<file path="src/rtl/tccw_pkg.sv">
// Shared types and constants for the text console cell writer.
// Holds the request kinds, the controller states and the result record.
// No dependencies.
`default_nettype none

package tccw_pkg;

  localparam logic [7:0] CODE_NEWLINE = 8'd10;
  localparam logic [7:0] CODE_RETURN  = 8'd13;
  localparam logic [7:0] ATTR_RESET   = 8'h07;

  localparam int COL_OUT_W = 7;
  localparam int ROW_OUT_W = 5;

  typedef enum logic [1:0] {
    KIND_PUT   = 2'd0,
    KIND_SET   = 2'd1,
    KIND_READ  = 2'd2,
    KIND_CLEAR = 2'd3
  } kind_t;

  typedef enum logic [2:0] {
    S_CLEAR,
    S_IDLE,
    S_SCROLL,
    S_BLANK,
    S_PUT,
    S_EMIT1,
    S_EMIT2
  } state_t;

  typedef struct packed {
    logic                 serial_valid;
    logic [7:0]           serial_byte;
    logic [7:0]           cell_char;
    logic [7:0]           cell_attr;
    logic [COL_OUT_W-1:0] cursor_column;
    logic [ROW_OUT_W-1:0] cursor_row;
    logic                 last;
  } result_t;

endpackage

`default_nettype wire

</file>
<file path="src/rtl/tccw_outq.sv">
// Two-entry result queue between the console controller and the output stream.
// Depends on tccw_pkg for the result record.
`default_nettype none

module tccw_outq (
  input  wire logic             clk,
  input  wire logic             rst,
  input  wire logic             push,
  input  wire tccw_pkg::result_t push_res,
  output logic                  full,
  output logic                  out_valid,
  input  wire logic             out_ready,
  output tccw_pkg::result_t     out_res
);

  tccw_pkg::result_t slot [2];
  logic       wr_ptr;
  logic       rd_ptr;
  logic [1:0] count;
  logic       pop;

  assign full      = (count == 2'd2);
  assign out_valid = (count != 2'd0);
  assign out_res   = slot[rd_ptr];
  assign pop       = out_valid && out_ready;

  always_ff @(posedge clk) begin
    if (push) begin
      slot[wr_ptr] <= push_res;
    end
  end

  always_ff @(posedge clk) begin
    if (rst) begin
      wr_ptr <= 1'b0;
      rd_ptr <= 1'b0;
      count  <= 2'd0;
    end else begin
      if (push) begin
        wr_ptr <= ~wr_ptr;
      end
      if (pop) begin
        rd_ptr <= ~rd_ptr;
      end
      if (push && !pop) begin
        count <= count + 2'd1;
      end else if (pop && !push) begin
        count <= count - 2'd1;
      end
    end
  end

  a_no_overflow : assert property (@(posedge clk) disable iff (rst)
    full && !pop |-> !push)
    else $error("result queue written while full");

  a_count_range : assert property (@(posedge clk) disable iff (rst)
    count != 2'd3)
    else $error("result queue count out of range");

endmodule

`default_nettype wire

</file>
<file path="config.mk">
export PLATFORM = sky130hd
export DESIGN_NAME = tccw_outq
export DESIGN_NICKNAME = d
export VERILOG_FILES = /design/src/rtl/tccw_pkg.sv /design/src/rtl/tccw_outq.sv
export SDC_FILE = /design/constraint.sdc
export NUM_CORES = 1
export LEC_CHECK = 0
export BUFFER_PORTS_ARGS = -buffer_cell sky130_fd_sc_hd__buf_4
export CAP_MARGIN = 20
export CORE_MARGIN = 2
export CORE_UTILIZATION = 50
export DETAILED_ROUTE_END_ITERATION = 10
export GPL_ROUTABILITY_DRIVEN = 0
export PLACE_DENSITY_LB_ADDON = 0.12
export SLEW_MARGIN = 30
export SYNTH_ARGS = -nofsm -noshare
export SYNTH_HDL_FRONTEND = slang
export SYNTH_SLANG_ARGS = --single-unit
export TNS_END_PERCENT = 20
</file>
<file path="constraint.sdc">
create_clock -name clk -period 6.1 [get_ports clk]
set_clock_uncertainty 0.15 [all_clocks]
set_input_delay 0.915 -clock clk [delete_from_list [all_inputs] [get_ports clk]]
set_output_delay 0.915 -clock clk [all_outputs]
set_load 0.01 [all_outputs]
</file>
## Yosys cells after proc, flatten, opt, wreduce, memory -nomap -nowiden

Memory sizes are Yosys's and may differ from the RTL's. A register that Yosys moved wholly into a read port is not among the register bits.
Cells that the tools add are included.

| cells by class | value |
|---|---|
| reduce and logical (&&, ||, !) cells | 7 |
| equal/unequal tests | 1 |
| bitwise gates (word level) | 2 |
| muxes and demuxes | 6 |
| add/sub/neg operators | 2 |

Operators with widths:

| operator | number |
|---|---|
| $mux W1 | 4 |
| $mux W2 | 2 |
| $reduce_bool A2 Y1 | 2 |
| $logic_and A1 B1 Y1 | 3 |
| $add A2 B1 Y2 const B | 1 |
| $eq A2 B2 Y1 const B | 1 |
| $logic_not A1 Y1 | 2 |
| $not A1 Y1 | 2 |
| $sub A2 B1 Y2 const B | 1 |

| storage, ports and cells | value |
|---|---|
| bits in registers | 4 |
| memory bits (writable) | 76 |
| word-level logic and storage cells | 22 |
| output and inout bits | 40 |
| memories kept | 1 |
| input bits | 42 |

Memory list:

| name | depth | width | rd ports | clocked after memory_dff | wr ports | line | text |
|---|---|---|---|---|---|---|---|
| slot | 2 | 38 | 1 | 1 | 1 | tccw_outq.sv:16 | `tccw_pkg::result_t slot [2];` |

## Logic depth before layout (Yosys ltp)

Gate-level depths: netlist of run 1.

| logic depth | value |
|---|---|
| depth after elaboration | 5 |
| depth in mapped cells | 5 |

## Worst setup path before layout of run 1

No wires, ideal clock.

| path | value |
|---|---|
| kind | input -> register |
| start point | input port push |
| end point | memory slot[0][0] (netlist name), enable pin |
| path slack | 2893 ps |
| arrival time | 2619 ps |
| stages on the path | 1 |
| cells stage by stage | nor2b_1 |

| on the way | value |
|---|---|
| cells in the longest elaborated chain, start to end | 2 |

Ends and longest elaborated chain:

| element | line | text |
|---|---|---|
| start: declaration | tccw_outq.sv:8 | `input wire logic push,` |
| $mux W1 | tccw_outq.sv:28 | `if (push) begin` |
| $mux W1 (not written as such) | tccw_outq.sv:29 | `slot[wr_ptr] <= push_res;` |
| end: declaration | tccw_outq.sv:16 |  |

Every way passes these cells.

==> metrics.md, run 1 <==
| Metric | Value |
|---|---|
| Most frequent cells in the layout | 81 x buf_4, 76 x edfxtp_1, 38 x mux2_2 |
| Type of the worst min-delay path | flop to flop |
| Area grow syn2layout | 30.9% |
| Worst path required time | 5.03 ns |
| Worst slew pin tran | 0.916 ns |
| HPWL Detailed | roughly 3.2 mm |
| Seq/Total Area, Yosys | 80.6% |
| Post_cts resized | 0 |
| Status | completed |
| Fin. Hold Viols | 0 |
| Final nets | 272 |
| Slew HR | 38.9% |
| Crit path depth | 2 |
| Final setup violation count | 0 |
| Root Buffer | clkbuf_8 |
| CP Capture Type | primary output |
| WP data arrival | 1.83 ns |
| WS Path Type | flop to primary output |
| Synth Area in Simple Gates | 1.65% |
| Max-cap violations | 0 |
| Post-CTS Setup Inserts | 0 |
| CP bufs+invs | 1 |
| Port Buffers | around 80 |
| Area of the multi-input gates | 548 um2 |
| DR vias/cell | 4.99 |
| # fillers | 392 |
| Xor-xnor portion of the synthesized cell area | 1.19% |
| Reg2reg path depth | 1 |
| Routed wire per std cell | between 15 and 20 um |
| Initial antenna violation count | 0 |
| Final core utilization | approximately 70% |
| Drt drc | 0 |
| CP delay by family, top | flip-flops |
| Main combinational cell family by area after synthesis | multiplexers |
| Crit path launch type | flop |
| Largest net degree at the start of global routing | 39 |
| Initial Util | between 50% and 60% |
| Clock sink count | a little over 80 |
| Register Area | between 2000 and 2500 um2 |
| Critical-path cell list | mux2_2, buf_4 |
| Pwr dens | 377 nW/um2 |
| Cts hold-fix bufs | 0 |
| Fraction of layout cells with a size suffix above 1 | 59.4% |
| Post-synthesis mux area share | 14.5% |
| Hold path cells | 2 |
| Final worst path period need | 2.90 ns |
| Antenna-violating nets left | 0 |
| Worst-path clk slew | 0.08 ns |
| Syn_nets | 183 |
| Die ar. | about 6500 um2 |
| Post-synthesis cell type count | 16 |
| Diodes inserted | 0 |
| Commonest non-fill, non-tap cell in the layout | buf_4 |
| Critical Path Fanout Max | 38 |
| Peak VDD IR | 0.000240 V |
| Adder-cell share of the synthesized area | 0.424% |
| Final period utilization | between 40% and 50% |
| CTS tree | done |
| DIE WIDTH | 80.9 um |
| Setup TNS | 0 ns |
| Rows | 27 |
| Clk Latency, worst-skew pair | 0.33 ns |
| Slew Limit Fails | 0 |
| RSZ-0062 raised after global routing | false |
| Worst stage delay on the critical path | 0.91 ns |
| CTS Buf Count | 9 |
| Synth warnings | 0 |
| Post-synthesis register bit count | 81 |
| Compound-gate portion of the synthesized area | less than 1% |
| Mean post-synth cell area | between 20 and 25 um2 |
| Number of I/O pins | between 80 and 90 |
| Total GRT Usage | between 10% and 20% |
| Die Span Y | 80.9 um |
| Peak Freq | 345 MHz |
| First-pass GRT wire length | 7.37 mm |
| Final WL | 4.96 mm |
| Longest Clk Path Bufs | 2 |
| DR pass1 iterations | 4 |
| H-tree depth | 3 |
| Mapped Cells | 140 |
| Vias in the first global route | around 1.6k |
| Grt total ovfl | 0 |
| Slowest cell on crit path | dfxtp_2 |
| Initial drt markers | 39 |
| Core area | 5610 um2 |
| Via Count | 1528 |
| Mapped cell area | 2950 um2 |
| Leakage power | 0.00146 uW |
-- through the flow --
step           area (um2)  hold WS (ns)  setup slack [ns]  std cells  total power, uW
2_1_floorplan        2950         0.316              2.89        140              910
3_3_place_gp         3630         0.328              3.57        289             1050
3_5_place_dp         3660         0.362              3.54        290             1070
4_1_cts              3870         0.389              3.15        306             1470
5_1_grt              3870         0.399              3.10        306             1520
6_report             3870         0.370              3.20        306             1460
-- per-layer routing --
| layer | up-vias | track usage, % | part of all wire [%] |
|---|---|---|---|
| met5 | - | 0 | 0 |
| li1 | 720 | - | - |
| met3 | 4 | 4.00 | 6.1 |
| met1 | 748 | 16.2 | 37 |
| met4 | 0 | 7.12 | 0.63 |
| met2 | 56 | 29.3 | 57 |
-- path summary, 6_finish.rpt --
path                             start           to  slack (ns)
worst max-delay path              flop  out_res[20]        3.20
worst max register to register  wr_ptr  slot[1][19]        4.31
worst min register to register  rd_ptr         flop        0.37
worst min-delay path            rd_ptr         flop        0.37
-- report_power, final --
group	switching, uW	total, uW	leakage, uW	internal [uW]
Combinational	131	343	0.000599	212
Clock	177	403	0.000104	226
Sequential	55.8	712	0.000755	656
Total	364	1460	0.00146	1090
-- layout make-up --
type                       instances  area share (%)
clock inverter                     7            2.20
timing repair buffer              82            16.4
clock buffer                       9            3.20
sequential                        81            61.7
multi-input combinational         55            14.2
tap                               72            2.33
-- state kept, by name (all words and copies together) (netlist names), named ones only --
register  cells
slot         76
rd_ptr        1
count         2
wr_ptr        1
-- cells in the mapped netlist --
| cell | n | share of area, % |
|---|---|---|
| a21oi_1 | 1 | 0.17 |
| and2_1 | 1 | 0.21 |
| nor2_1 | 4 | 0.51 |
| dfxtp_1 | 5 | 3.4 |
| o21ai_0 | 2 | 0.34 |
| or3_1 | 1 | 0.21 |
| ha_1 | 1 | 0.42 |
| buf_2 | 2 | 0.34 |
| mux2_2 | 38 | 14 |
| xor2_1 | 3 | 0.89 |
| or2_2 | 1 | 0.21 |
| edfxtp_1 | 76 | 77 |
| nor2b_1 | 1 | 0.21 |
| buf_6 | 2 | 0.76 |
| and2b_2 | 1 | 0.30 |
| xnor2_1 | 1 | 0.30 |
-- logic make-up (layout without fill, tap and decap cells) --
| group | Yosys count | count (layout) |
|---|---|---|
| adder cells (fa/ha/maj) | 1 | 1 |
| AND/OR/NAND/NOR | 9 | 9 |
| flip-flops | 81 | 81 |
| buffers and inverters | 4 | 98 |
| AO/OA/AOI/OAI | 3 | 3 |
| multiplexers | 38 | 38 |
| XOR/XNOR | 4 | 4 |
(Power assumes the default switching activity.)
==> run 2: changes to the inputs <==
clock period = 2.9 ns   (was 6.1 ns; I/O delays follow)
==> run 2 against run 1 <==
Compared with the run above:
- worst hold slack got worse by 0.24 ns
- setup slack got worse by 2.6 ns
- via count did not move
- total power rose by 120%
- critical endpoint is now out_res[21]
- sequential share of layout area fell by 0.28 points
- largest cell class unchanged
- utilization rose by 0.31 points
- combinational power rose by 130%
- count of clock-buffer cells in the layout rose by 4
- flip-flop and latch count did not move
==> metrics.md, run 2 (synthesis results as in run 1) <==
| Metric | Value |
|---|---|
| Routed wire per std cell | 16.4 um (+1.4%) |
| Final WL | 5.04 mm (+1.8%) |
| Die Span Y | 80.9 um (unchanged) |
| Critical-path cell list | buf_4, mux2_2, buf_4 |
| Most frequent cells in the layout | 83 x buf_4, 76 x edfxtp_1, 38 x mux2_2 |
| H-tree depth | 3 (unchanged) |
| Status | completed |
| Largest net degree at the start of global routing | 39 (unchanged) |
| Initial Util | 52.7% (unchanged) |
| Crit path launch type | flop |
| Clock sink count | 81 (unchanged) |
| Commonest non-fill, non-tap cell in the layout | buf_4 |
| Worst-path clk slew | 0.07 ns (about the same) |
| Worst slew pin tran | 0.913 ns (-0.00299 ns) |
| Antenna-violating nets left | 0 (unchanged) |
| Post_cts resized | 0 (unchanged) |
| R2R Setup Slk | 1.15 ns (-3.16 ns) |
| Port Buffers | 81 (unchanged) |
| Total GRT Usage | 16.7% (+1.1 points) |
| Final nets | 273 (+0.37%) |
| Area grow syn2layout | 31.5% |
| Worst path required time | 2.32 ns (-2.71 ns) |
| # fillers | 382 (-2.6%) |
| Top cell by count, worst path | buf_4 |
| Post-CTS Setup Inserts | 0 (unchanged) |
| Reg with most FFs | slot |
| HPWL Detailed | 3.24 mm (+0.22%) |
| Max reg flops | 76 (unchanged) |
| CP Capture Type | primary output |
| Setup TNS | 0 ns (unchanged) |
| Cts hold-fix bufs | 0 (unchanged) |
| Longest Clk Path Bufs | 2 (unchanged) |
| Drt drc | 0 (unchanged) |
| Final worst path period need | 2.30 ns |
| Register Area | 2380 um2 (unchanged) |
| Initial drt markers | 81 (+110%) |
| Peak VDD IR | 0.000472 V (+97%) |
| WP data arrival | 1.71 ns (-0.12 ns) |
| Hold EP | slot[1][1] |
| Slew HR | 39.1% (+0.20 points) |
| DR vias/cell | 4.98 (-0.33%) |
| DR pass1 iterations | 4 (unchanged) |
| Placed cell count | 291 (+0.34%) |
| DIE WIDTH | 80.9 um (unchanged) |
| Max-cap violations | 0 (unchanged) |
| Initial antenna violation count | 0 (unchanged) |
| Number of I/O pins | 82 (unchanged) |
| Reg2reg end | slot[1][16] |
| Area of the multi-input gates | 548 um2 (unchanged) |
| Worst min-delay path startpoint | push_res[1] |
| Type of the worst min-delay path | primary input to flop |
| Core area | 5610 um2 (unchanged) |
| Hold path cells | 1 (-1) |
| CTS tree | done |
| Leakage power | 0.00147 uW (+0.80%) |
| RSZ-0062 raised after global routing | false |
| Diodes inserted | 0 (unchanged) |
| Vias in the first global route | 1587 (+0.63%) |
| Worst stage delay on the critical path | 0.42 ns (-0.49 ns) |
| Final non-filler cell total | 307 (+0.33%) |
| Worst r2r src | wr_ptr |
| Slew Limit Fails | 0 (unchanged) |
| Critical Path Fanout Max | 31 (-18%) |
| Rows | 27 (unchanged) |
| Reg2reg path depth | 1 (unchanged) |
| First-pass GRT wire length | 7.67 mm (+4.0%) |
| Final period utilization | 79.3% |
| Slowest cell on crit path | dfxtp_2 |
| Clk Latency, worst-skew pair | 0.34 ns (about the same) |
| Largest regs | slot (76), count (2) |
| Die ar. | 6540 um2 (unchanged) |
| Peak Freq | 435 MHz |
| WS Path Type | flop to primary output |
| Final setup violation count | 0 (unchanged) |
| CTS Buf Count | 9 (unchanged) |
| Pwr dens | 818 nW/um2 (+120%) |
| Grt total ovfl | 0 (unchanged) |
| Design Area, Final | 3880 um2 (+0.45%) |
| Root Buffer | clkbuf_8 |
| Via Count | 1528 (unchanged) |
| Fin. Hold Viols | 0 (unchanged) |
| Dpl cell area | 3640 um2 (-0.34%) |
| Fraction of layout cells with a size suffix above 1 | 59.1% (-0.25 points) |
==> run 2: changes by cell type in the layout (fill, tap and decap cells not counted), sizes merged <==
cell      change
buf           +1
bufinv        +1
clkbuf        +4
clkinv        -4
clkinvlp      -1
==> run 2: metrics by stage <==
step                      hold WS [ns]  total power (uW)  util, %  setup slack (ns)
after global routing             0.104              3320     69.3             0.507
final                            0.126              3180     69.3             0.601
after CTS                        0.109              3210     69.3             0.568
after detailed placement         0.358              2250     65.0             0.948
after global placement           0.330              2230     65.0             0.974
after floorplan                  0.316              1910        -             0.173
==> run 2: report_power, final <==
part	switching (uW)	internal [uW]	total, uW
combinational	346	445	792
clock	357	597	954
sequential	50.2	1380	1430
==> run 2: final cells by class <==
type | instances | area share (%)
timing repair buffer | 83 | 16.0
clock buffer | 13 | 3.83
tap | 72 | 2.32
clock inverter | 3 | 2.32
multi-input combinational | 55 | 14.1
sequential | 81 | 61.4
==> run 2: critical path: cells and delay by family, from the launching register on <==
family	cells	cell delay (ns)
buf+inv	2	0.56
mux	1	0.40
flops	1	0.42
==> run 2: how the worst max path moves through the flow <==
stage	endpoint	depth (start not counted)
final	out_res[21]	3
after detailed placement	out_res[31]	3
after global placement	out_res[31]	3
after CTS	out_res[31]	3
after global routing	out_res[21]	3
after floorplan	slot[0][0]	1
==> run 2: routing by layer <==
metal  wire length, um  vias up  track usage, %
met5                 0        -               0
met4                69        0            6.61
met3               323        8            5.89
met2              2620       56            28.1
met1              2030      740            19.7
li1                  -      724               -
