`config.mk`:
```
export PLATFORM = sky130hd
export DESIGN_NAME = tccw_ctrl
export DESIGN_NICKNAME = d
export VERILOG_FILES = /design/src/rtl/tccw_pkg.sv /design/src/rtl/tccw_ctrl.sv
export SDC_FILE = /design/constraint.sdc
export NUM_CORES = 1
export LEC_CHECK = 0
export BUFFER_PORTS_ARGS = -buffer_cell sky130_fd_sc_hd__buf_2
export CORE_UTILIZATION = 57
export DETAILED_ROUTE_END_ITERATION = 8
export PLACE_DENSITY = 0.95
export SYNTH_ARGS = -nofsm -noshare
export SYNTH_HDL_FRONTEND = slang
export SYNTH_SLANG_ARGS = --single-unit
export TNS_END_PERCENT = 10
```
`constraint.sdc`:
```
create_clock -name clk -period 7.9 [get_ports clk]
set_input_delay 1.58 -clock clk [delete_from_list [all_inputs] [get_ports clk]]
set_output_delay 1.58 -clock clk [all_outputs]
set_load 0.03 [all_outputs]
```
`src/rtl/tccw_pkg.sv`:
```
// Shared types and constants for the text console cell writer.
// Holds the request kinds, the controller states and the result record.
// No dependencies.
`default_nettype none

package tccw_pkg;

  localparam logic [7:0] CODE_NEWLINE = 8'd10;
  localparam logic [7:0] CODE_RETURN  = 8'd13;
  localparam logic [7:0] ATTR_RESET   = 8'h07;

  localparam int COL_OUT_W = 7;
  localparam int ROW_OUT_W = 5;

  typedef enum logic [1:0] {
    KIND_PUT   = 2'd0,
    KIND_SET   = 2'd1,
    KIND_READ  = 2'd2,
    KIND_CLEAR = 2'd3
  } kind_t;

  typedef enum logic [2:0] {
    S_CLEAR,
    S_IDLE,
    S_SCROLL,
    S_BLANK,
    S_PUT,
    S_EMIT1,
    S_EMIT2
  } state_t;

  typedef struct packed {
    logic                 serial_valid;
    logic [7:0]           serial_byte;
    logic [7:0]           cell_char;
    logic [7:0]           cell_attr;
    logic [COL_OUT_W-1:0] cursor_column;
    logic [ROW_OUT_W-1:0] cursor_row;
    logic                 last;
  } result_t;

endpackage

`default_nettype wire

```
`src/rtl/tccw_ctrl.sv`:
```
// Console controller: cursor, attribute register and the sequencer that
// reads, writes, scrolls and clears the cell memory. Depends on tccw_pkg.
`default_nettype none

module tccw_ctrl #(
  parameter int COLUMNS = 80,
  parameter int ROWS    = 25,
  localparam int CELLS  = COLUMNS * ROWS,
  localparam int AW     = $clog2(CELLS)
) (
  input  wire logic              clk,
  input  wire logic              rst,
  input  wire logic              in_valid,
  output logic                   in_ready,
  input  wire tccw_pkg::kind_t   in_kind,
  input  wire logic [7:0]        in_code,
  input  wire logic [6:0]        in_column,
  input  wire logic [4:0]        in_row,
  input  wire logic              cfg_wr_en,
  input  wire logic [7:0]        cfg_wr_data,
  output logic                   ram_we,
  output logic [AW-1:0]          ram_waddr,
  output logic [15:0]            ram_wdata,
  output logic                   ram_re,
  output logic [AW-1:0]          ram_raddr,
  input  wire logic [15:0]       ram_rdata,
  output logic                   push,
  output tccw_pkg::result_t      push_res,
  input  wire logic              full
);

  localparam int CW    = $clog2(COLUMNS + 1);
  localparam int RW    = $clog2(ROWS);
  localparam int CNTW  = $clog2(CELLS + 1);
  localparam int NCOPY = CELLS - COLUMNS;

  tccw_pkg::state_t state, state_next;
  logic [CNTW-1:0]  cnt, cnt_next;
  logic [CW-1:0]    cur_col, cur_col_next;
  logic [RW-1:0]    cur_line, cur_line_next;
  logic [7:0]       attr;
  logic             clr_emit, clr_emit_next;

  tccw_pkg::kind_t  kind;
  logic [7:0]       code;
  logic             had_ret;
  logic             two;
  logic             rd_ok;

  logic             accept;
  logic             ret_now;
  logic             in_range;

  function automatic logic [AW-1:0] cell_addr(input logic [AW-1:0] r, input logic [AW-1:0] c);
    cell_addr = r * AW'(COLUMNS) + c;
  endfunction

  assign in_ready = (state == tccw_pkg::S_IDLE);
  assign accept   = in_valid && in_ready;
  assign ret_now  = (cur_col >= CW'(COLUMNS)) || (in_code == tccw_pkg::CODE_NEWLINE);
  assign in_range = (int'(in_column) < COLUMNS) && (int'(in_row) < ROWS);

  always_ff @(posedge clk) begin
    if (accept) begin
      kind    <= in_kind;
      code    <= in_code;
      had_ret <= ret_now;
      two     <= ret_now && (in_code != tccw_pkg::CODE_NEWLINE);
      rd_ok   <= in_range;
    end
  end

  always_ff @(posedge clk) begin
    if (rst) begin
      state    <= tccw_pkg::S_CLEAR;
      cnt      <= '0;
      cur_col  <= '0;
      cur_line <= '0;
      clr_emit <= 1'b0;
      attr     <= tccw_pkg::ATTR_RESET;
    end else begin
      state    <= state_next;
      cnt      <= cnt_next;
      cur_col  <= cur_col_next;
      cur_line <= cur_line_next;
      clr_emit <= clr_emit_next;
      if (cfg_wr_en) begin
        attr <= cfg_wr_data;
      end
    end
  end

  always_comb begin
    state_next    = state;
    cnt_next      = cnt;
    cur_col_next  = cur_col;
    cur_line_next = cur_line;
    clr_emit_next = clr_emit;
    ram_we        = 1'b0;
    ram_waddr     = cnt[AW-1:0];
    ram_wdata     = '0;
    ram_re        = 1'b0;
    ram_raddr     = cell_addr(AW'(in_row), AW'(in_column));
    push          = 1'b0;
    push_res      = '0;
    push_res.cursor_column = tccw_pkg::COL_OUT_W'(cur_col);
    push_res.cursor_row    = tccw_pkg::ROW_OUT_W'(cur_line);

    unique case (state)
      tccw_pkg::S_CLEAR: begin
        ram_we   = 1'b1;
        cnt_next = cnt + CNTW'(1);
        if (cnt == CNTW'(CELLS - 1)) begin
          cnt_next   = '0;
          state_next = clr_emit ? tccw_pkg::S_EMIT1 : tccw_pkg::S_IDLE;
        end
      end

      tccw_pkg::S_IDLE: begin
        if (accept) begin
          unique case (in_kind)
            tccw_pkg::KIND_PUT: begin
              state_next = tccw_pkg::S_PUT;
              if (ret_now) begin
                cur_col_next = '0;
                if (cur_line == RW'(ROWS - 1)) begin
                  cnt_next   = '0;
                  state_next = tccw_pkg::S_SCROLL;
                end else begin
                  cur_line_next = cur_line + RW'(1);
                end
              end
            end
            tccw_pkg::KIND_SET: begin
              cur_col_next  = (int'(in_column) > COLUMNS - 1) ? CW'(COLUMNS - 1)
                                                              : CW'(in_column);
              cur_line_next = (int'(in_row) > ROWS - 1) ? RW'(ROWS - 1) : RW'(in_row);
              state_next    = tccw_pkg::S_EMIT1;
            end
            tccw_pkg::KIND_READ: begin
              ram_re     = in_range;
              state_next = tccw_pkg::S_EMIT1;
            end
            tccw_pkg::KIND_CLEAR: begin
              cur_col_next  = '0;
              cur_line_next = '0;
              cnt_next      = '0;
              clr_emit_next = 1'b1;
              state_next    = tccw_pkg::S_CLEAR;
            end
            default: ;
          endcase
        end
      end

      // Copy pipeline: the read issued at one step lands in the row above at the next.
      tccw_pkg::S_SCROLL: begin
        ram_raddr = AW'(cnt + CNTW'(COLUMNS));
        ram_re    = (cnt < CNTW'(NCOPY));
        ram_we    = (cnt != '0);
        ram_waddr = AW'(cnt - CNTW'(1));
        ram_wdata = ram_rdata;
        if (cnt == CNTW'(NCOPY)) begin
          state_next = tccw_pkg::S_BLANK;
        end else begin
          cnt_next = cnt + CNTW'(1);
        end
      end

      tccw_pkg::S_BLANK: begin
        ram_we = 1'b1;
        if (cnt == CNTW'(CELLS - 1)) begin
          cnt_next   = '0;
          state_next = tccw_pkg::S_PUT;
        end else begin
          cnt_next = cnt + CNTW'(1);
        end
      end

      tccw_pkg::S_PUT: begin
        if (code != tccw_pkg::CODE_NEWLINE) begin
          ram_we       = 1'b1;
          ram_waddr    = cell_addr(AW'(cur_line), AW'(cur_col));
          ram_wdata    = {attr, code};
          cur_col_next = cur_col + CW'(1);
        end
        state_next = tccw_pkg::S_EMIT1;
      end

      tccw_pkg::S_EMIT1: begin
        push_res.last = 1'b1;
        unique case (kind)
          tccw_pkg::KIND_PUT: begin
            push_res.serial_valid = 1'b1;
            push_res.serial_byte  = had_ret ? tccw_pkg::CODE_RETURN : code;
            push_res.last         = !two;
          end
          tccw_pkg::KIND_READ: begin
            push_res.cell_char = rd_ok ? ram_rdata[7:0]  : 8'd0;
            push_res.cell_attr = rd_ok ? ram_rdata[15:8] : 8'd0;
          end
          default: ;
        endcase
        if (!full) begin
          push          = 1'b1;
          clr_emit_next = 1'b0;
          state_next    = (kind == tccw_pkg::KIND_PUT && two) ? tccw_pkg::S_EMIT2
                                                               : tccw_pkg::S_IDLE;
        end
      end

      tccw_pkg::S_EMIT2: begin
        push_res.serial_valid = 1'b1;
        push_res.serial_byte  = code;
        push_res.last         = 1'b1;
        if (!full) begin
          push       = 1'b1;
          state_next = tccw_pkg::S_IDLE;
        end
      end

      default: state_next = tccw_pkg::S_IDLE;
    endcase
  end

  a_line_range : assert property (@(posedge clk) disable iff (rst)
    int'(cur_line) <= ROWS - 1)
    else $error("cursor row beyond the last row");

  a_col_range : assert property (@(posedge clk) disable iff (rst)
    int'(cur_col) <= COLUMNS)
    else $error("cursor column beyond the row end");

  a_put_in_row : assert property (@(posedge clk) disable iff (rst)
    state == tccw_pkg::S_PUT |-> int'(cur_col) < COLUMNS)
    else $error("character written past the row end");

  a_scroll_bottom : assert property (@(posedge clk) disable iff (rst)
    state == tccw_pkg::S_BLANK |-> cur_line == RW'(ROWS - 1))
    else $error("bottom row blanked while the cursor is not on it");

  a_emit_two_put : assert property (@(posedge clk) disable iff (rst)
    state == tccw_pkg::S_EMIT2 |-> kind == tccw_pkg::KIND_PUT && had_ret)
    else $error("second result for a request that has only one");

endmodule

`default_nettype wire

```
=== After elaboration in Yosys (flattened, before gate mapping) ===
Cells that the tools add are included.
W data, S select, Z words.

* Add/sub/neg operators: 7
* Multipliers: 2
* $lt $le $gt $ge: 6
* Eq/ne operators: 31
* Muxes and demuxes: 54
* Reduce and logical (&&, ||, !) cells: 22

{| class="wikitable"
|+ Operators by type and width
! cell !! count
|-
| $mux W11 || 7
|-
| $mux W16 || 3
|-
| $pmux W11 S2 || 2
|-
| $pmux W11 S3 || 1
|-
| $pmux W16 S2 || 1
|-
| $mux W3 || 10
|-
| $mux W7 || 4
|-
| $mux W8 || 3
|-
| $add A11 B7 Y11 || 2
|-
| $eq A11 B11 Y1 const B || 2
|-
| $pmux W3 S7 || 1
|-
| $pmux W7 S3 || 1
|-
| $ne A2 B2 Y1 const B || 9
|-
| $pmux W9 S2 || 1
|-
| $ne A8 B4 Y1 const B || 2
|-
| $mux W5 || 3
|-
| $pmux W5 S3 || 1
|-
| $mul A5 B3 Y7 const B || 2
|-
| $pmux W7 S2 || 1
|-
| $reduce_and A6 Y1 || 2
|-
| $add A11 B1 Y11 const B || 1
|-
| $add A11 B7 Y11 const B || 1
|-
| $lt A11 B11 Y1 const B || 1
|-
| $reduce_bool A11 Y1 || 1
|-
| 34 further kinds || 60
|}

* Register bits: 48
* Input bits: 51
* Output and inout port bits: 80
* Word-level logic and storage cells: 133

=== Longest topological paths before layout ===
Gate-level depths: netlist of the first run.

* Depth in word-level cells: 6
* Depth in mapped cells: 10
* Gate-level depth less buffers: 9

=== Worst setup path before layout of the first run ===
Ideal clock, no wire load.

* Path kind: input to output
* Start: in in_row[1]
* End: out ram_raddr[10]
* Data arrival time: 3.593 ns
* Path slack: 2.727 ns
* Stages on the path: 8
* Path buffers: 0
* Cell sequence: ha_1 > ha_1 > fa_1 > xor2_1 > o2111ai_1 > xor2_1 > xnor2_1 > a21oi_1

* Cells in the longest elaborated chain, start to end: 3

{| class="wikitable"
|+ RTL lines
! element !! RTL line !! source
|-
| start, declared || tccw_ctrl.sv:18 || <nowiki>input wire logic [4:0] in_row,</nowiki>
|-
| $mul A5 B3 Y7 || tccw_ctrl.sv:55 || <nowiki>cell_addr = r * AW'(COLUMNS) + c;</nowiki>
|-
| $add A11 B7 Y11 || tccw_ctrl.sv:55 ||
|-
| $mux W11 || tccw_ctrl.sv:109 || <nowiki>unique case (state)</nowiki>
|-
| end, declared || tccw_ctrl.sv:25 || <nowiki>output logic [AW-1:0] ram_raddr,</nowiki>
|}

Every way passes these cells.

=== Final worst setup path of the first run ===
Same ends and word-level chain as after synthesis.

==> out/results.tsv, run 1 <==
stage	metric	value	unit
sta	fin_setup_tns	0	ps
synth	syn-num-nets	612	
cts	cts_tree	built	
setup_path	arrival	3720	ps
sta	finalSetupViolCount	0	
cts	clk_pin_slew	90	ps
power	vdd.ir_drop.worst	0.06884	mV
sta	drv_slew	0	
min_path	hold_path_class	flop to flop	
synth	ys_seq_elements	48	
setup_path	cp_slowest_cell	fa_1	
sta	relSlewSlack	31.09	%
cts	htreeDepth	2	
setup_path	crit_required	6320	ps
cts	post_cts_resized	0	
cts	insertion_delay	310	ps
cts	hold_buffers	0	
cells_and_area	drive_gt1_share	25.59	%
detailed_routing	vias	4568	
power	swShare	29.92	%
synth	ys.flop_type	dfxtp_1	
power	pwr-share-comb	20.3	%
detailed_routing	postRouteAntennaNets	0	
synth	yosys_warnings	0	
setup_path	timing.rr.end	cur_col[3]	
cts	root_buffer	clkbuf_8	
die	ios	131	
cells_and_area	layout.nets	719	
grt	antenna_found_initial	0	
cells_and_area	layout_common_cells	buf_2, nand2_1, nor2_1, o21ai_0, dfxtp_1	
power	p_switching	0.1677	mW
grt	grt_start_max_net_pins	29	
grt	grt_pass1_vias	4072	
setup_path	r2r_setup_slack	4480	ps
synth	syn_avg_cell_area	8.015	um^2
cts	clockBufferDepth	2	
cts	numCtsBuffers	5	
detailed_routing	wl	12530	um
synth	syn-cell-area	4208	um^2
cells_and_area	final_common_cell	buf_2	
setup_path	path_buf_inv	2	
cells_and_area	antenna_cells	0	
die	initial_core_util	60.59	%
setup_path	crit_family	adder cells	
sta	hold_viol	0	
power	power_leakage	2.317	nW
detailed_routing	drt_iter0_markers	555	
setup_path	cpPeakStageDelay	390	ps
detailed_routing	wire_per_inst	17.18	um
sta	rsz0062_at_grt	false	
power	seqPwrFrac	46.3	%
synth	syn_inst	525	
sta	layout_min_cycle_time	5302	ps
power	power.share.clock	33.4	%
sta	skew	5.053	ps
placed_design	placed_cell_area	4837	um^2
outcome	outcome	finished clean	
synth	ys_types	75	
detailed_routing	drc	0	
sta	fmax	188.6	MHz
power	intPower	0.3926	mW
detailed_routing	drt-vias-per-instance	6.266	
setup_path	path_max_fanout	5	
setup_path	timing.rr.start	state[2]	
setup_path	cp_num_cells	10	
min_path	min_to	attr[2]	
die	dieArea	7730	um^2
placed_design	gp_congestion	0.9188	
placed_design	portBuffers	130	
synth	async_flop_share	0	%
setup_path	worst_setup_path_start_kind	primary input	
cts	post_cts_buffers	0	
setup_path	r2r_cells	6	
sta	min_period_over_period	67.12	%
cells_and_area	fin_cells	729	
die	die_w	87.92	um
placed_design	placedCellCount	721	
flow_run	maxCapViolations	0	
grt	grtUsageTotal	31.92	%
min_path	hp-start	attr[2]	
grt	grt_pass1_wl	19320	um
placed_design	dp_hpwl	9249	um
setup_path	setup.worst_path.end_class	primary output	
synth	ys_seq_area_share	25.93	%
sta	worst_pin_slew	1028	ps
power	power.density	113.1	nW/um^2
setup_path	worstPathCellList	buf_2, ha_1, ha_1, fa_1, xor2_1, o2111ai_1, xor2_1, xnor2_1, a21oi_1, buf_2	
die	row_count	30	
min_path	min_path_cells	2	
detailed_routing	first_pass_iters	6	
die	core_area	6944	um^2
grt	overflow	0	
die	die_h	87.92	um
setup_path	crit_type	primary input to primary output	
cells_and_area	stdcell_area	4952	um^2
cells_and_area	area_delta_synth_final	17.69	%
cts	cts.sinks	48	
synth	synth_edf_count	13	
## per-layer routing
metal  routed length, um  track usage, %  vias to the layer above
met1                4850           39.59                     2093
met4                 536           14.61                        0
li1                    -               -                     2075
met3                1196           5.655                       73
met2                5941           53.91                      327
met5                   0               0                        -
## cell families (layout without fill, tap and decap cells)
logic type	after synthesis	after routing	share of synthesized area, %
simple gates	202	202	25.07
xor+xnor	31	31	6.453
compound gates	136	136	22.48
buf+inv	63	171	6.512
flops	48	48	25.93
mux	9	9	2.141
fa+ha+maj	36	36	11.42
## worst register-to-register path, delay by kind of cell (launching register included)
family / cells / cell delay [ps]
AND/OR/NAND/NOR: 2 / 650
flip-flops: 1 / 890
AO/OA/AOI/OAI: 4 / 1770
## cell type report
class	count	area, um^2
flip-flops and latches	48	1091
inverters	32	120.1
well taps	96	120.1
repair buffers	131	658.1
multi-input cells	414	2848
clock buffers	5	68.82
fillers	509	1992
clock inverters	3	46.29
## synth_stat cells, drive strengths merged (5+ instances only)
cell type  instances  area [um^2]
xnor2             15        131.4
nand2             55        206.5
nand4              5        46.29
nor2              53        198.9
mux2i              9        90.09
a21o               6        45.04
and3               8        50.05
o221ai             5        61.31
clkbuf            18        68.81
o21ai             39        198.9
and2              20        125.1
nand3             18        95.09
xor2              16        140.1
buf               13        85.07
inv               32        120.1
dfxtp             35        700.7
a22o              11        96.34
nor3b              6        56.31
edfxtp            13        390.4
o211ai             5        37.54
ha                32        400.4
a21oi             28        147.6
a22oi              5        37.54
o21a               5        37.54
nor3              11        60.06
## metrics by stage
| step | setup slack (ps) | total power, mW | hold WS (ps) | utilization [%] |
|---|---|---|---|---|
| 4_1_cts | 2617 | 0.5575 | 491.9 | 71.32 |
| 3_3_place_gp | 2707 | 0.3715 | 457.2 | 69.66 |
| 5_1_grt | 2453 | 0.5774 | 510.3 | 71.32 |
| 6_report | 2598 | 0.5603 | 490.3 | 71.32 |
| 3_5_place_dp | 2620 | 0.3756 | 468.1 | 69.66 |
| 2_1_floorplan | 2727 | 0.3362 | 442.1 | - |
## registers in the layout (all words and copies together), names as in the netlist
name and flops:
code 8, rd_ok 1, state 3, cur_line 5, clr_emit 1, attr 8
two 1, cnt 11, had_ret 1, cur_col 7, kind 2
## power groups by stage
| stage | clock [mW] | combinational, mW | sequential, mW |
|---|---|---|---|
| 2_1_floorplan | 0 | 0.0729 | 0.263 |
| 3_3_place_gp | 0 | 0.107 | 0.265 |
| 3_5_place_dp | 0 | 0.111 | 0.265 |
| 4_1_cts | 0.187 | 0.112 | 0.259 |
| 5_1_grt | 0.196 | 0.121 | 0.260 |
| 6_report | 0.187 | 0.114 | 0.259 |
## worst max path at each step
stage                     slack, ps       endpoint  startpoint
after floorplan                2730  ram_raddr[10]   in_row[1]
after global placement         2710  ram_raddr[10]   in_row[1]
after detailed placement       2620  ram_raddr[10]   in_row[1]
after CTS                      2620  ram_raddr[10]   in_row[1]
after global routing           2450   ram_waddr[4]    state[2]
final                          2600  ram_raddr[10]   in_row[1]
No activity file was read; power rests on OpenSTA's default activity.
==> inputs of run 2 (changes only) <==
Settings changed: CORE_UTILIZATION 57 to 53, PLACE_DENSITY 0.95 to 0.9.
Clock period 7.9 ns to 5.25 ns, I/O delays scaled along.
==> run 2 against run 1 <==
  * Setup slack worse by 1500 ps
  * Non-clock buffer count up 2
  * Register-to-register slack worse by 2100 ps
  * Sequential power up 51%
  * Clock-buffer cell count unchanged
  * Design area up 0.45%
  * Combinational power up 47%
  * Die area up 7.4%
  * Sequential cell count unchanged
  * Wire length down 2.6%
  * Critical path depth unchanged
  * Critical path type unchanged
==> out/results.tsv, run 2 (synthesis results as in run 1) <==
stage	metric	value	unit	change
min_path	hp-start	attr[2]		
cells_and_area	area_delta_synth_final	18.23	%	
outcome	outcome	finished clean		
setup_path	timing.rr.start	state[2]		
sta	layout_min_cycle_time	4172	ps	
cts	post_cts_resized	0		unchanged
die	die_w	91.10	um	+3.6%
setup_path	r2r_cells	8		+2
grt	overflow	0		unchanged
setup_path	arrival	3120	ps	-600 ps
cts	clk_pin_slew	90	ps	about the same
detailed_routing	highest_layer	met4		
power	pwr-share-comb	20.0	%	-0.3 points
cells_and_area	antenna_cells	0		unchanged
die	dieArea	8299	um^2	+7.4%
flow_run	maxCapViolations	0		unchanged
setup_path	crit_type	primary input to primary output		
setup_path	timing.rr.end	cur_col[3]		
power	power_leakage	2.328	nW	+0.47%
cells_and_area	drive_gt1_share	25.83	%	+0.23 points
power	p_switching	0.2497	mW	+49%
power	seqPwrFrac	46.5	%	+0.2 points
setup_path	cp_slowest_cell	fa_1		
cts	clockBufferDepth	2		unchanged
power	swShare	29.71	%	-0.21 points
sta	finalSetupViolCount	0		unchanged
sta	skew	7.976	ps	+2.923 ps
cts	htreeDepth	2		unchanged
cts	post_cts_buffers	0		unchanged
grt	grtUsageTotal	29.89	%	-2.0 points
detailed_routing	wire_per_inst	16.55	um	-3.7%
sta	fmax	239.7	MHz	
setup_path	r2r_setup_slack	2410	ps	-2070 ps
detailed_routing	wl	12200	um	-2.6%
power	power.density	169.0	nW/um^2	+49%
die	row_count	32		+6.7%
setup_path	crit_family	adder cells		
detailed_routing	wl_met1	4941	um	+1.9%
die	initial_core_util	54.74	%	-5.9 points
grt	antenna_found_initial	0		unchanged
die	die_h	91.10	um	+3.6%
setup_path	worst_setup_path_start_kind	primary input		
grt	grt_pass1_vias	4094		+0.54%
detailed_routing	first_pass_iters	5		-1
cts	cts.sinks	48		unchanged
detailed_routing	met2_length	5971	um	+0.50%
min_path	min_to	attr[2]		
power	vdd.ir_drop.worst	0.1488	mV	+120%
sta	hold_viol	0		unchanged
setup_path	cpPeakStageDelay	380	ps	about the same
setup_path	crit_required	4200	ps	-2120 ps
sta	min_period_over_period	79.47	%	
cells_and_area	layout.nets	721		+0.28%
grt	grt_pass1_wl	20090	um	+4.0%
detailed_routing	drt-vias-per-instance	5.976		-4.6%
cells_and_area	layout_common_cells	buf_2, nand2_1, nor2_1, o21ai_0, dfxtp_1		
cts	numCtsBuffers	5		unchanged
power	intPower	0.5907	mW	+50%
cells_and_area	top_regs	cnt x11, attr x8, code x8		
detailed_routing	drc	0		unchanged
min_path	hold_path_class	flop to flop		
detailed_routing	drt_iter0_markers	431		-22%
setup_path	setup.worst_path.end_class	primary output		
placed_design	portBuffers	130		unchanged
die	core_area	7687	um^2	+11%
placed_design	dp_hpwl	9543	um	+3.2%
grt	grt_start_max_net_pins	30		+3.4%
sta	hold_ws	484.7	ps	-5.554 ps
detailed_routing	vias	4404		-3.6%
placed_design	placedCellCount	729		+1.1%
sta	fin_setup_tns	0	ps	unchanged
cts	insertion_delay	310	ps	about the same
setup_path	path_buf_inv	2		unchanged
cells_and_area	fin_cells	737		+1.1%
detailed_routing	postRouteAntennaNets	0		unchanged
min_path	min_path_cells	2		unchanged
detailed_routing	dr_wl_met3	882	um	-26%
cts	cts_tree	built		
setup_path	path_max_fanout	5		unchanged
power	power.share.clock	33.5	%	about the same
cts	root_buffer	clkbuf_8		
cts	hold_buffers	0		unchanged
sta	worst_pin_slew	754.2	ps	-273.4 ps
cells_and_area	final_common_cell	buf_2		
sta	relSlewSlack	49.54	%	+18 points
die	ios	131		unchanged
cells_and_area	largest_register_ffs	11		unchanged
sta	rsz0062_at_grt	false		
cells_and_area	utilization	64.71	%	-6.6 points
placed_design	gp_congestion	0.9788		+6.5%
sta	drv_slew	0		unchanged
setup_path	worstPathCellList	buf_2, ha_1, ha_1, fa_1, xor2_1, o2111ai_1, xor2_1, xnor2_1, a21oi_1, buf_2		
cells_and_area	largest-register	cnt		
## run 2: power groups by stage
stage | clock [mW] | sequential, mW | combinational [mW]
after global routing | 0.301 | 0.391 | 0.182
final | 0.282 | 0.391 | 0.168
after global placement | 0 | 0.398 | 0.161
after detailed placement | 0 | 0.399 | 0.166
after floorplan | 0 | 0.396 | 0.110
after CTS | 0.284 | 0.390 | 0.167
## run 2: layout make-up
type                       count  area, um^2
clock buffer                   5       68.82
tap                          102       127.6
multi-input combinational    414        2848
sequential                    48        1091
clock inverter                 3       46.29
timing repair buffer         133       673.1
fill                         662        2713
inverter                      32       120.1
## run 2: per-stage QoR
stage | worst slack (ps) | power, mW | instance area (um^2)
after CTS | 1070 | 0.8409 | 4975
after detailed placement | 1070 | 0.5647 | 4860
after global routing | 908.2 | 0.8742 | 4975
final | 1078 | 0.8405 | 4975
after floorplan | 1137 | 0.5059 | 4208
after global placement | 1121 | 0.5588 | 4860
## run 2: worst min-delay path: cells and delay by family (launching register included)
family | cells | cell delay, ps
mux | 1 | 70
simple gates | 1 | 60
flops | 1 | 340
## run 2: how the worst max path moves through the flow
stage                     startpoint             to  slack (ps)  depth (start not counted)
after floorplan            in_row[1]  ram_raddr[10]        1140                          8
after global placement     in_row[1]  ram_raddr[10]        1120                         10
after detailed placement   in_row[1]  ram_raddr[10]        1070                         10
after CTS                  in_row[1]  ram_raddr[10]        1070                         10
after global routing       in_row[1]  ram_raddr[10]         910                         10
final                      in_row[1]  ram_raddr[10]        1080                         10
## run 2: routing by layer
| layer | track usage, % | vias to the layer above |
|---|---|---|
| met3 | 3.769 | 40 |
| met1 | 38.59 | 2048 |
| met2 | 50.25 | 239 |
| met5 | 0 | - |
| li1 | - | 2077 |
| met4 | 12.43 | 0 |
